File: src/hw/rtl/ccs_pkg.sv
`default_nettype none
package ccs_pkg;

    localparam int CW = 32;
    localparam int AW = 16;

    typedef enum logic {
        OP_SEGMENT = 1'b0,
        OP_FLUSH   = 1'b1
    } op_t;

    typedef struct packed {
        logic                  operation;
        logic                  not_first;
        logic                  last_in_branch;
        logic signed [CW-1:0]  in_start_x;
        logic signed [CW-1:0]  in_start_y;
        logic signed [CW-1:0]  in_start_z;
        logic signed [CW-1:0]  in_end_x;
        logic signed [CW-1:0]  in_end_y;
        logic signed [CW-1:0]  in_end_z;
    } in_word_t;

    typedef struct packed {
        logic signed [CW-1:0]  out_start_x;
        logic signed [CW-1:0]  out_start_y;
        logic signed [CW-1:0]  out_start_z;
        logic signed [CW-1:0]  out_end_x;
        logic signed [CW-1:0]  out_end_y;
        logic signed [CW-1:0]  out_end_z;
        logic signed [AW-1:0]  axis_x;
        logic signed [AW-1:0]  axis_y;
        logic signed [AW-1:0]  axis_z;
        logic [CW-1:0]         seg_length;
        logic                  zero_length;
    } out_word_t;

    // A finished segment handed from the front to the back.
    typedef struct packed {
        logic signed [CW-1:0] sx;
        logic signed [CW-1:0] sy;
        logic signed [CW-1:0] sz;
        logic signed [CW-1:0] ex;
        logic signed [CW-1:0] ey;
        logic signed [CW-1:0] ez;
    } seg_t;

    typedef enum logic [2:0] {
        ST_IDLE,
        ST_SQUARE,
        ST_SQRT,
        ST_DIV,
        ST_DONE
    } back_state_t;

endpackage
`default_nettype wire

File: src/hw/rtl/ccs_queue.sv
`default_nettype none
module ccs_queue
(
    input  wire logic          clk,
    input  wire logic          rst_n,
    input  wire logic          wr_valid,
    output logic               wr_ready,
    input  wire ccs_pkg::seg_t wr_data,
    output logic               rd_valid,
    input  wire logic          rd_ready,
    output ccs_pkg::seg_t      rd_data
);

    // Two-entry queue between front and back.
    ccs_pkg::seg_t mem_reg [2];
    logic       wp_reg, wp_next;
    logic       rp_reg, rp_next;
    logic [1:0] cnt_reg, cnt_next;
    logic       push, pop;

    assign wr_ready = (cnt_reg != 2'd2);
    assign rd_valid = (cnt_reg != 2'd0);
    assign push = wr_valid && wr_ready;
    assign pop = rd_valid && rd_ready;
    assign rd_data = mem_reg[rp_reg];

    always_comb
    begin
        wp_next = push ? ~wp_reg : wp_reg;
        rp_next = pop ? ~rp_reg : rp_reg;
        cnt_next = cnt_reg + {1'b0, push} - {1'b0, pop};
    end

    always_ff @(posedge clk)
    begin
        if (push)
            mem_reg[wp_reg] <= wr_data;
    end

    always_ff @(posedge clk or negedge rst_n)
    begin
        if (!rst_n)
        begin
            wp_reg <= 1'b0;
            rp_reg <= 1'b0;
            cnt_reg <= '0;
        end
        else
        begin
            wp_reg <= wp_next;
            rp_reg <= rp_next;
            cnt_reg <= cnt_next;
        end
    end

endmodule
`default_nettype wire

File: config.mk
export PLATFORM = sky130hd
export DESIGN_NAME = ccs_queue
export DESIGN_NICKNAME = d
export VERILOG_FILES = /design/src/hw/rtl/ccs_pkg.sv /design/src/hw/rtl/ccs_queue.sv
export SDC_FILE = /design/constraint.sdc
export NUM_CORES = 1
export LEC_CHECK = 0
export BUFFER_PORTS_ARGS = -buffer_cell sky130_fd_sc_hd__buf_2
export CAP_MARGIN = 20
export CORE_MARGIN = 5
export CORE_UTILIZATION = 45
export DETAILED_ROUTE_END_ITERATION = 7
export HOLD_SLACK_MARGIN = 0.15
export PLACE_DENSITY_LB_ADDON = 0.08
export SETUP_SLACK_MARGIN = 0.05
export SLEW_MARGIN = 15
export SYNTH_ARGS = -nofsm -noshare
export SYNTH_HDL_FRONTEND = slang
export SYNTH_SLANG_ARGS = --single-unit
File: constraint.sdc
create_clock -name clk -period 17.3 [get_ports clk]
set_input_delay 2.595 -clock clk [delete_from_list [all_inputs] [get_ports clk]]
set_output_delay 2.595 -clock clk [all_outputs]
set_load 0.02 [all_outputs]
==> insert_results.sql <==
INSERT INTO impl_metrics (metric_group, metric, value, unit) VALUES
('logic_synthesis', 'yosysMostFrequentCell', 'sky130_fd_sc_hd__edfxtp_1', ''),
('global_routing', 'grt-ovfl-total', '0', ''),
('die', 'floorplan.io_pins', '390', ''),
('cts', 'clock_tree_from_tritoncts', 'done', ''),
('sta', 'finalWorstPathRequiredPeriod', '5.61', 'ns'),
('global_routing', 'grt_use_total', '0.165', ''),
('route', 'dr_total_vias', '7201', ''),
('route', 'route.detailed.drc', '0', ''),
('logic_synthesis', 'yosys_warnings', '0', ''),
('route', 'ant_nets', '0', ''),
('logic_synthesis', 'async_reset_ff_frac', '0.0103', ''),
('sta', 'worst_clock_skew', '0.00743', 'ns'),
('cts', 'postcts_setup_bufs', '0', ''),
('sta', 'hold_ws', '0.519', 'ns'),
('logic_synthesis', 'ys_dominant_reg_cell', 'sky130_fd_sc_hd__edfxtp_1', ''),
('logic_synthesis', 'synth_nets', '812', ''),
('logic_synthesis', 'synth_top_area_frac', '0.817', ''),
('worst_setup_path', 'crit_path_start', 'rp_reg$_DFFE_PN0P_', ''),
('sta', 'maxClockFrequency', '178', 'MHz'),
('worst_hold_path', 'hold_startpoint', 'cnt_reg[0]$_DFF_PN0_', ''),
('cts', 'numCtsBuffers', '42', ''),
('layout', 'proportion_of_layout_cells_with_a_drive_suffix_above_1', '0.606', ''),
('run_status', 'outcome', 'finished, final reports clean', ''),
('route', 'detail_route.vias_per_cell', '4.91', ''),
('sta', 'fin_crit_sh', '0.324', ''),
('logic_synthesis', 'syn-cell-area', '14100', 'um2'),
('die', 'die-area', '35000', 'um2'),
('sta', 'max_slew.worst_pin.slew', '1.05', 'ns'),
('sta', 'grt_setup_unrepaired', 'no', ''),
('worst_setup_path', 'critical_path_buf_inv_count', '2', ''),
('die', 'starting_density', '0.459', ''),
('cts', 'cts.sink_count', '388', ''),
('logic_synthesis', 'synth-seq-cells', '388', ''),
('cts', 'cts.reportedPaths.clkPinSlew', '0.06', 'ns'),
('route', 'firstDrtPassIters', '4', ''),
('layout', 'area_growth_syn_to_layout', '25.8', '%'),
('worst_setup_path', 'worstPathMaxFanout', '72', ''),
('global_routing', 'pin_count_of_the_biggest_net_entering_global_routing', '77', ''),
('worst_setup_path', 'path_cells', 'buf_4 > mux2_2 > buf_2', ''),
('logic_synthesis', 'synth.yosys.seq_area_share', '0.825', ''),
('job', 'maxCapViolCount', '0', ''),
('sta', 'max-slew-margin-rel', '0.299', ''),
('worst_setup_path', 'cp_slowest_stage_delay', '0.92', 'ns'),
('cts', 'cts_buffer_depth', '3', ''),
('logic_synthesis', 'synth_area_leader_cell', 'sky130_fd_sc_hd__edfxtp_1', ''),
('route', 'routedWlPerCell', '20.6', 'um'),
('cts', 'worst_skew_pair.late_latency', '0.52', 'ns'),
('power', 'ir_drop', '0.147', 'mV'),
('logic_synthesis', 'netlist_instances', '614', ''),
('worst_setup_path', 'rr_startpoint', 'cnt_reg[1]$_DFF_PN0_', ''),
('cts', 'cts_max_level', '2', ''),
('worst_setup_path', 'timing.critical_path.max_delay_family', 'buffers and inverters', ''),
('cts', 'cts_stage_hold_buffer_count', '0', ''),
('layout', 'fin_nets', '1231', ''),
('place', 'place_inst', '1385', ''),
('worst_setup_path', 'startpoint_type', 'flop', ''),
('worst_setup_path', 'critPathArrivalTime', '3.01', 'ns'),
('die', 'rows', '64', ''),
('die', 'floorplan.die.height', '187', 'um'),
('power', 'report.power.total', '3.22', 'mW'),
('layout', 'flip_flop_count_of_the_largest_register_after_layout', '384', ''),
('global_routing', 'grt_pass1_wl', '44700', 'um'),
('global_routing', 'initial_antenna_violation_count', '9', ''),
('logic_synthesis', 'synth.distinct_cells', '16', ''),
('logic_synthesis', 'yosys-top-cells-area', 'sky130_fd_sc_hd__edfxtp_1 (82%), sky130_fd_sc_hd__mux2_2 (15%), sky130_fd_sc_hd__buf_6 (1.4%)', ''),
('place', 'place_hpwl', '20100', 'um'),
('sta', 'final-hold-violation-count', '0', ''),
('place', 'finalWeightedCongestion', '0.738', ''),
('sta', 'final_number_of_max_transition_violations', '0', ''),
('power', 'cellPowerDensity', '181', 'nW/um2'),
('cts', 'cts_root_buf', 'sky130_fd_sc_hd__clkbuf_16', '');
worst reg2reg max path: cells and delay by family (launching register included):
kind,cells,cell delay (ns)
and+or+nand+nor,3,0.88
buffers and inverters,2,1.30
DFF,1,0.41
cell usage in the layout (no fill, tap or decap):
cell type / n
sky130_fd_sc_hd__and2_1: 1
sky130_fd_sc_hd__and3_4: 1
sky130_fd_sc_hd__buf_2: 389
sky130_fd_sc_hd__buf_4: 7
sky130_fd_sc_hd__bufinv_16: 3
sky130_fd_sc_hd__clkbuf_1: 10
sky130_fd_sc_hd__clkbuf_16: 45
sky130_fd_sc_hd__clkinv_1: 12
sky130_fd_sc_hd__clkinv_2: 4
sky130_fd_sc_hd__dfrtp_1: 3
sky130_fd_sc_hd__dfrtp_4: 1
sky130_fd_sc_hd__diode_2: 6
sky130_fd_sc_hd__edfxtp_1: 384
sky130_fd_sc_hd__ha_1: 2
sky130_fd_sc_hd__inv_1: 1
sky130_fd_sc_hd__inv_6: 1
sky130_fd_sc_hd__mux2_2: 192
sky130_fd_sc_hd__nand2_1: 1
sky130_fd_sc_hd__nand2b_1: 1
sky130_fd_sc_hd__nor2_4: 1
sky130_fd_sc_hd__or2_2: 1
sky130_fd_sc_hd__xnor2_1: 3
sky130_fd_sc_hd__xor2_1: 1
per-layer routing:
metal / part of all wire / track usage / up-vias
met2: 0.50 / 0.278 / 277
met1: 0.38 / 0.199 / 3549
li1: - / - / 3312
met3: 0.096 / 0.0635 / 57
met5: 0.0014 / 0 / -
met4: 0.024 / 0.0515 / 6
worst paths after layout:
check	to	depth (start not counted)	slack [ns]
hold / removal	cnt_reg[0]$_DFF_PN0_	1	0.52
max in group asynchronous	rp_reg$_DFFE_PN0P_	1	15.28
min in group asynchronous	rp_reg$_DFFE_PN0P_	1	1.88
setup / recovery	rd_data[185]	3	11.69
setup reg to reg	mem_reg[0][153]$_DFFE_PP_	5	14.31
hold reg to reg	cnt_reg[0]$_DFF_PN0_	1	0.52
stage by stage:
step	cell area, um2	setup slack, ns	util
2_1_floorplan	14100	5.90	-
3_3_place_gp	16400	12.13	0.533
3_5_place_dp	16400	12.14	0.533
4_1_cts	17700	11.61	0.577
5_1_grt	17700	11.51	0.577
6_report	17700	11.69	0.577
power breakdown:
group          internal, mW  total, mW  leakage [nW]  switching (mW)
logic                 0.378       1.01          2.36           0.634
registers              1.29       1.35          3.61          0.0644
clock network         0.516      0.853         0.648           0.337
total                  2.18       3.22          6.62            1.04
logic make-up (layout without fill, tap and decap cells):
group	after synthesis	count (layout)	share of synthesized area
multiplexers	192	192	0.153
flip-flops	388	388	0.825
AND/OR/NAND/NOR	6	6	0.00231
other	0	6	0
adder cells (fa/ha/maj)	2	2	0.00177
buffers and inverters	22	472	0.0156
XOR/XNOR	4	4	0.00248
layout make-up:
| cell class | count | area, um2 |
|---|---|---|
| clock buffer | 55 | 1160 |
| sequential | 388 | 11600 |
| timing repair buffer | 396 | 2000 |
| fill | 2476 | 13000 |
| clock inverter | 20 | 164 |
| inverter | 1 | 3.75 |
| tap | 396 | 495 |
| multi-input combinational | 204 | 2270 |
| antenna | 6 | 15.0 |
No activity file was read; power rests on OpenSTA's default activity.
