## src/hw/rtl/ccs_pkg.sv

```systemverilog
`default_nettype none
package ccs_pkg;

    localparam int CW = 32;
    localparam int AW = 16;

    typedef enum logic {
        OP_SEGMENT = 1'b0,
        OP_FLUSH   = 1'b1
    } op_t;

    typedef struct packed {
        logic                  operation;
        logic                  not_first;
        logic                  last_in_branch;
        logic signed [CW-1:0]  in_start_x;
        logic signed [CW-1:0]  in_start_y;
        logic signed [CW-1:0]  in_start_z;
        logic signed [CW-1:0]  in_end_x;
        logic signed [CW-1:0]  in_end_y;
        logic signed [CW-1:0]  in_end_z;
    } in_word_t;

    typedef struct packed {
        logic signed [CW-1:0]  out_start_x;
        logic signed [CW-1:0]  out_start_y;
        logic signed [CW-1:0]  out_start_z;
        logic signed [CW-1:0]  out_end_x;
        logic signed [CW-1:0]  out_end_y;
        logic signed [CW-1:0]  out_end_z;
        logic signed [AW-1:0]  axis_x;
        logic signed [AW-1:0]  axis_y;
        logic signed [AW-1:0]  axis_z;
        logic [CW-1:0]         seg_length;
        logic                  zero_length;
    } out_word_t;

    // A finished segment handed from the front to the back.
    typedef struct packed {
        logic signed [CW-1:0] sx;
        logic signed [CW-1:0] sy;
        logic signed [CW-1:0] sz;
        logic signed [CW-1:0] ex;
        logic signed [CW-1:0] ey;
        logic signed [CW-1:0] ez;
    } seg_t;

    typedef enum logic [2:0] {
        ST_IDLE,
        ST_SQUARE,
        ST_SQRT,
        ST_DIV,
        ST_DONE
    } back_state_t;

endpackage
`default_nettype wire

```

## src/hw/rtl/ccs_front.sv

```systemverilog
`default_nettype none
module ccs_front
(
    input  wire logic             clk,
    input  wire logic             rst_n,
    input  wire logic             in_valid,
    output logic                  in_ready,
    input  wire ccs_pkg::in_word_t in_data,
    output logic                  seg_valid,
    input  wire logic             seg_ready,
    output ccs_pkg::seg_t         seg_data
);

    logic pend_valid_reg, pend_valid_next;
    logic pend_nf_reg, pend_nf_next;
    logic pend_last_reg, pend_last_next;
    logic signed [ccs_pkg::CW-1:0] ps_reg [3];
    logic signed [ccs_pkg::CW-1:0] pe_reg [3];
    logic signed [ccs_pkg::CW-1:0] ps_next [3];
    logic signed [ccs_pkg::CW-1:0] pe_next [3];
    logic signed [ccs_pkg::CW-1:0] s_in [3];
    logic signed [ccs_pkg::CW-1:0] e_in [3];
    logic signed [ccs_pkg::CW-1:0] fin_end [3];
    logic signed [ccs_pkg::CW:0]   sum [3];
    logic is_flush;
    logic emits;
    logic accept;

    assign s_in[0] = in_data.in_start_x;
    assign s_in[1] = in_data.in_start_y;
    assign s_in[2] = in_data.in_start_z;
    assign e_in[0] = in_data.in_end_x;
    assign e_in[1] = in_data.in_end_y;
    assign e_in[2] = in_data.in_end_z;
    assign is_flush = (in_data.operation == ccs_pkg::OP_FLUSH);
    assign emits = pend_valid_reg;

    // An item that emits needs room in the queue.
    assign in_ready = !emits || seg_ready;
    assign accept = in_valid && in_ready;
    assign seg_valid = in_valid && emits;

    // Finished end: midpoint with the next start for a held middle segment.
    // Otherwise (nothing held, a flush, or a held first or last segment) the stored end is passed on as it stands.
    always_comb
    begin
        for (int k = 0; k < 3; k++)
        begin
            sum[k] = {pe_reg[k][ccs_pkg::CW-1], pe_reg[k]} + {s_in[k][ccs_pkg::CW-1], s_in[k]};
            if (pend_valid_reg && !is_flush && pend_nf_reg && !pend_last_reg)
                fin_end[k] = sum[k][ccs_pkg::CW:1];
            else
                fin_end[k] = pe_reg[k];
        end
    end

    assign seg_data = '{sx: ps_reg[0], sy: ps_reg[1], sz: ps_reg[2],
                        ex: fin_end[0], ey: fin_end[1], ez: fin_end[2]};

    // Pending segment update.
    always_comb
    begin
        pend_valid_next = pend_valid_reg;
        pend_nf_next = pend_nf_reg;
        pend_last_next = pend_last_reg;
        for (int k = 0; k < 3; k++)
        begin
            ps_next[k] = ps_reg[k];
            pe_next[k] = pe_reg[k];
        end
        if (accept)
        begin
            if (is_flush)
            begin
                pend_valid_next = 1'b0;
            end
            else
            begin
                pend_valid_next = 1'b1;
                pend_nf_next = in_data.not_first;
                pend_last_next = in_data.last_in_branch;
                for (int k = 0; k < 3; k++)
                begin
                    ps_next[k] = in_data.not_first ? fin_end[k] : s_in[k];
                    pe_next[k] = e_in[k];
                end
            end
        end
    end

    always_ff @(posedge clk or negedge rst_n)
    begin
        if (!rst_n)
        begin
            pend_valid_reg <= 1'b0;
            pend_nf_reg <= 1'b0;
            pend_last_reg <= 1'b0;
            for (int k = 0; k < 3; k++)
            begin
                ps_reg[k] <= '0;
                pe_reg[k] <= '0;
            end
        end
        else
        begin
            pend_valid_reg <= pend_valid_next;
            pend_nf_reg <= pend_nf_next;
            pend_last_reg <= pend_last_next;
            for (int k = 0; k < 3; k++)
            begin
                ps_reg[k] <= ps_next[k];
                pe_reg[k] <= pe_next[k];
            end
        end
    end

endmodule
`default_nettype wire

```

## config.mk

```make
export PLATFORM = sky130hd
export DESIGN_NAME = ccs_front
export DESIGN_NICKNAME = d
export VERILOG_FILES = /design/src/hw/rtl/ccs_pkg.sv /design/src/hw/rtl/ccs_front.sv
export SDC_FILE = /design/constraint.sdc
export NUM_CORES = 1
export LEC_CHECK = 0
export ABC_AREA = 0
export BUFFER_PORTS_ARGS = -buffer_cell sky130_fd_sc_hd__buf_2
export CAP_MARGIN = 20
export CORE_MARGIN = 2
export CORE_UTILIZATION = 45
export CTS_CLUSTER_DIAMETER = 50
export DETAILED_ROUTE_END_ITERATION = 12
export PLACE_DENSITY = 0.78
export SYNTH_ARGS = -nofsm -noshare
export SYNTH_HDL_FRONTEND = slang
export SYNTH_SLANG_ARGS = --single-unit
```

## constraint.sdc

```tcl
create_clock -name clk -period 3.5 [get_ports clk]
set_input_delay 0.7 -clock clk [delete_from_list [all_inputs] [get_ports clk]]
set_output_delay 0.7 -clock clk [all_outputs]
set_load 0.03 [all_outputs]
```

==> impl_metrics.tcl, run 1 <==
set metrics [dict create \
    critical_path.max_fanout 4 \
    place_area_sq_um 18510 \
    period_share 1.119 \
    cp-startpoint "pe_reg[64]" \
    hold_class "in -> async" \
    fillers 2288 \
    yosysSeqAreaShare 0.3395 \
    num_rows 65 \
    reg2reg_from "pe_reg[34]" \
    coreArea_sq_um 31470 \
    crit_path_end_kind "primary output" \
    power.leakage_nw 11.00 \
    postRouteWirelength_microns 59930 \
    ys.flop_type "dfrtp_1" \
    globalRouteMet3Util 0.07844 \
    grt_pass1_wl_microns 89100 \
    clkTransAtPathRegs_ps 70 \
    fin_ws_ps -417.8 \
    avgSynthCellArea_sq_um 7.791 \
    cp.arrival_ps 3220 \
    grt_use_met1 0.3889 \
    busiest_layer "met2" \
    synthAdderAreaFrac 0.08512 \
    synth_enable_flop_cells 0 \
    synth_top_cell_area_share 0.3395 \
    gp_congestion 0.9347 \
    p_per_area_nw_per_um2 547.3 \
    crit_type "reg -> out" \
    clock_latency_ps 460 \
    viasPerCell 5.893 \
    finalMaxSlewViolations 0 \
    setup_viol 62 \
    yosysMostFrequentCell "nand2_1" \
    netlist_top_cells_count "nand2_1, dfrtp_1, o21ai_0" \
    stdcell_area_sq_um 22060 \
    r2r.worst_path.cells 19 \
    io_pins 393 \
    wl_per_cell_microns 20.49 \
    violations "negative setup slack" \
    slowest_stage "fa_2" \
    synthCells 1845 \
    firstDrtPassIters 6 \
    synthTopCellsByArea "dfrtp_1, nand2_1, ha_1" \
    critPathLaunchType "flip-flop" \
    grt_pass1_vias 17170 \
    synth-async-reset-ratio 1.000 \
    ys_warn_count 0 \
    grt_util_met2 0.5681 \
    synth_top_family_by_area "simple AND/OR/NAND/NOR gates" \
    seqCellArea_sq_um 4880 \
    dieArea_sq_um 33390 \
    post-route-min-period_ps 3918 \
    max_freq_mhz 255.2 \
    start_util 0.4567 \
    design_power_total_w 0.01207 \
    clockRootBuffer "clkbuf_16" \
    vias 17230 \
    syn_area_sq_um 14380 \
    die_h_microns 182.7 \
    status "finished with violations" \
    slowest_delay_ps 410 \
    clock-sinks 195 \
    ys_types 82 \
    crit_chain "and2_4, fa_2, a211oi_4, o211a_1, nor2_2, a211o_1, a31oi_1, buf_4, o21ai_2, xor2_1, nand2_1, nand2_1, buf_6" \
    cts_max_level 4 \
    drive_gt1_frac 0.4124 \
    cpMostUsedCell "nand2_1" \
    synth-compound-area-share 0.2293 \
    portBuffers 392 \
    dpl.hpwl_microns 38910 \
    grt_overflow 0 \
    synth_mux_area_frac 0.02855 \
    finalClockSkew_ps 10.68 \
    track_usage 0.3350 \
    antenna_found_initial 14 \
    maxSlewHeadroom 0.5013 \
    synthesis.nets 2140 \
    grt_start_max_net_pins 88 \
    rsz0062_at_grt "yes" \
    ir_drop_mv 0.3941 \
    worst_pin_slew_ps 748.1 \
    drc 0 \
    ys_seq_elements 195 \
    synthXorXnorAreaFrac 0.04752 \
    hold_violations 0 \
    cts_tree "done" \
    multi_input_area_sq_um 10770 \
    synth_top_area_cell "dfrtp_1" \
    clock_path_buffers 2 \
    required_ps 2800 \
    area_growth_pct 53.46 \
    whs_ps 295.0 \
    num-nets-final 2795 \
    synth-simple-area-share 0.2364 \
    drt_iter0_drc 1587 \
    cap_violations 0 \
    antenna_left 0 \
    die_w_microns 182.7 \
    cts_buffers 17 \
]
cell usage in the layout (no fill, tap or decap), types with 46 or more instances in the layout:
cell	count
o21ai_0	121
a21oi_1	77
nand2_1	528
nor2_1	62
o21ai_2	46
ha_1	55
dfrtp_1	195
buf_2	317
buf_6	90
buf_4	314
worst max-delay path, delay by kind of cell (launching register included):
family / cells / cell delay [ps]
xor gates and xnor gates: 1 / 180
DFF: 1 / 390
buffers and inverters: 2 / 300
AOI/OAI and AO/OA: 5 / 1100
adders and majority gates: 1 / 410
and+or+nand+nor: 4 / 390
final timing paths:
kind,to,slack [ps]
max in group asynchronous,pe_reg[54],2380
min in group clk,pe_reg[24],420
setup reg to reg,seg_data[152],170
hold / removal,seg_data[109],290
setup / recovery,seg_data[93],-420
hold reg to reg,seg_data[96],480
metal layers:
metal | up-vias | part of all wire
met5 | - | 0.00073
met4 | 8 | 0.060
met2 | 991 | 0.48
met3 | 268 | 0.083
li1 | 7801 | -
met1 | 8164 | 0.37
power breakdown:
part | total, W | internal (W) | leakage (nW) | switching (W)
logic | 0.00700 | 0.00299 | 8.32 | 0.00401
registers | 0.00300 | 0.00267 | 2.39 | 0.000324
clock network | 0.00208 | 0.00111 | 0.297 | 0.000964
total | 0.0121 | 0.00678 | 11.0 | 0.00529
kinds of logic after synthesis:
logic type	count (synthesis)
flops	195
fa+ha+maj	96
buf+inv	127
xor+xnor	78
compound gates	513
mux	41
simple gates	795
layout make-up:
cell class	count	share of cell area
multi-input cells	1523	0.4882
repair buffers	732	0.2344
inverters	31	0.005275
diodes	10	0.001134
well taps	402	0.02280
flip-flops and latches	195	0.2212
clock inverters	11	0.005785
clock buffers	20	0.02116
what timing repair did:
item                                    CTS  global route
hold buffers                              0             0
buffers inserted                         80            41
gates resized for setup                 301           171
endpoints found under the setup margin   69            74
endpoints found under the hold margin     0             0
pin swaps                               134           119
per-stage QoR:
step | utilization | setup WS [ps] | std cells | TNS [ps]
CTS | 0.6715 | -384.7 | 2886 | -10660
global route | 0.7007 | -554.2 | 2921 | -20150
global placement | 0.5882 | -612.5 | 2777 | -16530
finish | 0.7009 | -417.8 | 2924 | -13410
floorplan | - | -111.7 | 1845 | -141.9
detailed placement | 0.5882 | -599.5 | 2777 | -17970
Power figures use the tool's default switching activity.
==> run 2, diff against run 1 <==
--- a/config.mk
+++ b/config.mk
@@ -6,13 +6,14 @@
 export NUM_CORES = 1
 export LEC_CHECK = 0
 export ABC_AREA = 0
-export BUFFER_PORTS_ARGS = -buffer_cell sky130_fd_sc_hd__buf_2
+export BUFFER_PORTS_ARGS = -buffer_cell sky130_fd_sc_hd__clkbuf_2
 export CAP_MARGIN = 20
+export CORE_ASPECT_RATIO = 1.4
 export CORE_MARGIN = 2
 export CORE_UTILIZATION = 45
 export CTS_CLUSTER_DIAMETER = 50
 export DETAILED_ROUTE_END_ITERATION = 12
-export PLACE_DENSITY = 0.78
+export PLACE_DENSITY = 0.75
 export SYNTH_ARGS = -nofsm -noshare
 export SYNTH_HDL_FRONTEND = slang
 export SYNTH_SLANG_ARGS = --single-unit
==> constraint.sdc (replaced) <==
create_clock -name clk -period 4.8 [get_ports clk]
set_input_delay 0.96 -clock clk [delete_from_list [all_inputs] [get_ports clk]]
set_output_delay 0.96 -clock clk [all_outputs]
set_load 0.03 [all_outputs]
==> impl_metrics.tcl, run 2 (same netlist as run 1, synthesis figures left out) <==
set metrics [dict create \
    status "finished, final reports clean" \
    crit_chain "clkbuf_2, and2_1, fa_1, a211oi_1, nor3_1, nor4b_2, o21ai_0, nand2_1, o31a_1, xnor2_1, o21ai_0, clkbuf_2" \
    hold_class "reg -> reg" \
    antenna_found_initial 7 \
    firstDrtPassIters 5 \
    drt_iter0_drc 884 \
    dieArea_sq_um 33410 \
    clockRootBuffer "clkbuf_16" \
    whs_ps 472.9 \
    io_pins 393 \
    crit_type "in -> out" \
    final_cell_mix "nand2_1, clkbuf_2, dfrtp_1, o21ai_0, a21oi_1" \
    coreArea_sq_um 31500 \
    grt_pass1_wl_microns 75670 \
    stdcell_count 2594 \
    power.leakage_nw 9.021 \
    post-route-min-period_ps 4675 \
    maxSlewHeadroom 0.4700 \
    wl_per_cell_microns 18.50 \
    antenna_left 0 \
    dpl.hpwl_microns 35900 \
    slowest_delay_ps 420 \
    cap_violations 0 \
    critPathBufInv 2 \
    gp_congestion 0.9350 \
    num_rows 77 \
    ir_drop_mv 0.2273 \
    slowest_stage "fa_1" \
    die_h_microns 215.5 \
    hold_path.startpoint "seg_data[117]" \
    start_util 0.4563 \
    vias 14890 \
    critical_path.max_fanout 3 \
    cts_max_level 4 \
    num-nets-final 2478 \
    cts_tree "done" \
    critPathLaunchType "input port" \
    place_inst 2558 \
    design_power_total_w 0.007086 \
    reg2reg_from "pe_reg[32]" \
    p_per_area_nw_per_um2 409.2 \
    cts_buffers 17 \
    post-route-util 0.5497 \
    viasPerCell 5.740 \
    clock_latency_ps 460 \
    cp.arrival_ps 3710 \
    worst_pin_slew_ps 795.0 \
    period_share 0.9739 \
    required_ps 3840 \
    clock_path_buffers 2 \
    finalClockSkew_ps 10.30 \
    fin_ws_ps 125.3 \
    grt_start_max_net_pins 92 \
    grt_pass1_vias 14510 \
    finalMaxSlewViolations 0 \
    setup_viol 0 \
    crit_path_end_kind "primary output" \
    drive_gt1_frac 0.2231 \
    area_growth_pct 20.47 \
    grt_overflow 0 \
    postRouteWirelength_microns 47980 \
    drc 0 \
    cp-startpoint "in_data[96]" \
    die_w_microns 155.1 \
    cp_top_family "compound AO/OA/AOI/OAI gates" \
    clock-sinks 195 \
    clkTransAtPathRegs_ps 80 \
    layout_commonest_cell "nand2_1" \
    max_freq_mhz 213.9 \
    hold_violations 0 \
    preCtsSetupSlack_ps 41.97 \
    track_usage 0.2824 \
    portBuffers 392 \
]
[run 2: cell count changes in the layout (fill, tap and decap cells not counted), sizes merged]
cell	before	now
buf	731	24
clkinv	8	6
diode	10	3
clkinvlp	0	3
clkbuf	21	408
inv	32	37
bufinv	2	0
[run 2: layout make-up]
type                            count  area, sq um
Antenna cell                        3        7.507
Clock buffer                       17        425.4
Clock inverter                     15        143.9
Fill cell                        2976        14190
Inverter                           31        116.4
Multi-Input combinational cell   1523         9067
Sequential cell                   195         4880
Tap cell                          395        494.2
Timing Repair Buffer              415         2183
[run 2: power breakdown]
part / switching, W / internal, W
Clock: 0.000743 / 0.000688
Sequential: 0.000222 / 0.00195
Combinational: 0.00230 / 0.00118
Total: 0.00327 / 0.00382
[run 2: path summary, 6_finish.rpt]
check                      slack [ps]  depth (start not counted)       endpoint
max                               130                         12   seg_data[25]
min                               470                          2  seg_data[117]
max reg2reg                      1530                         12  seg_data[143]
min reg2reg                       470                          2  seg_data[117]
max in group asynchronous        3200                          2     pe_reg[12]
min in group asynchronous         560                          1  seg_data[165]
[run 2: worst min-delay path: cells and delay by family, from the launching register on]
family	cells	cell delay, ps
AND/OR/NAND/NOR	2	100
flip-flops	1	350
[run 2: metrics by stage]
step | TNS, ps | area (sq um)
floorplan | 0 | 14380
detailed placement | 0 | 16710
global route | -8.221 | 17320
global placement | 0 | 16710
CTS | 0 | 17280
finish | 0 | 17320
[run 2: routing by layer]
metal,global-route usage,routed length [microns]
met1,0.3437,19600
met2,0.4862,23310
met3,0.04498,2761
met4,0.1340,2275
met5,0,30
[run 2: repair_timing]
action | in CTS | in global routing
setup buffers | 0 | 1
setup endpoints to repair | 0 | 12
hold buffers | 0 | 0
gates resized for setup | 0 | 5
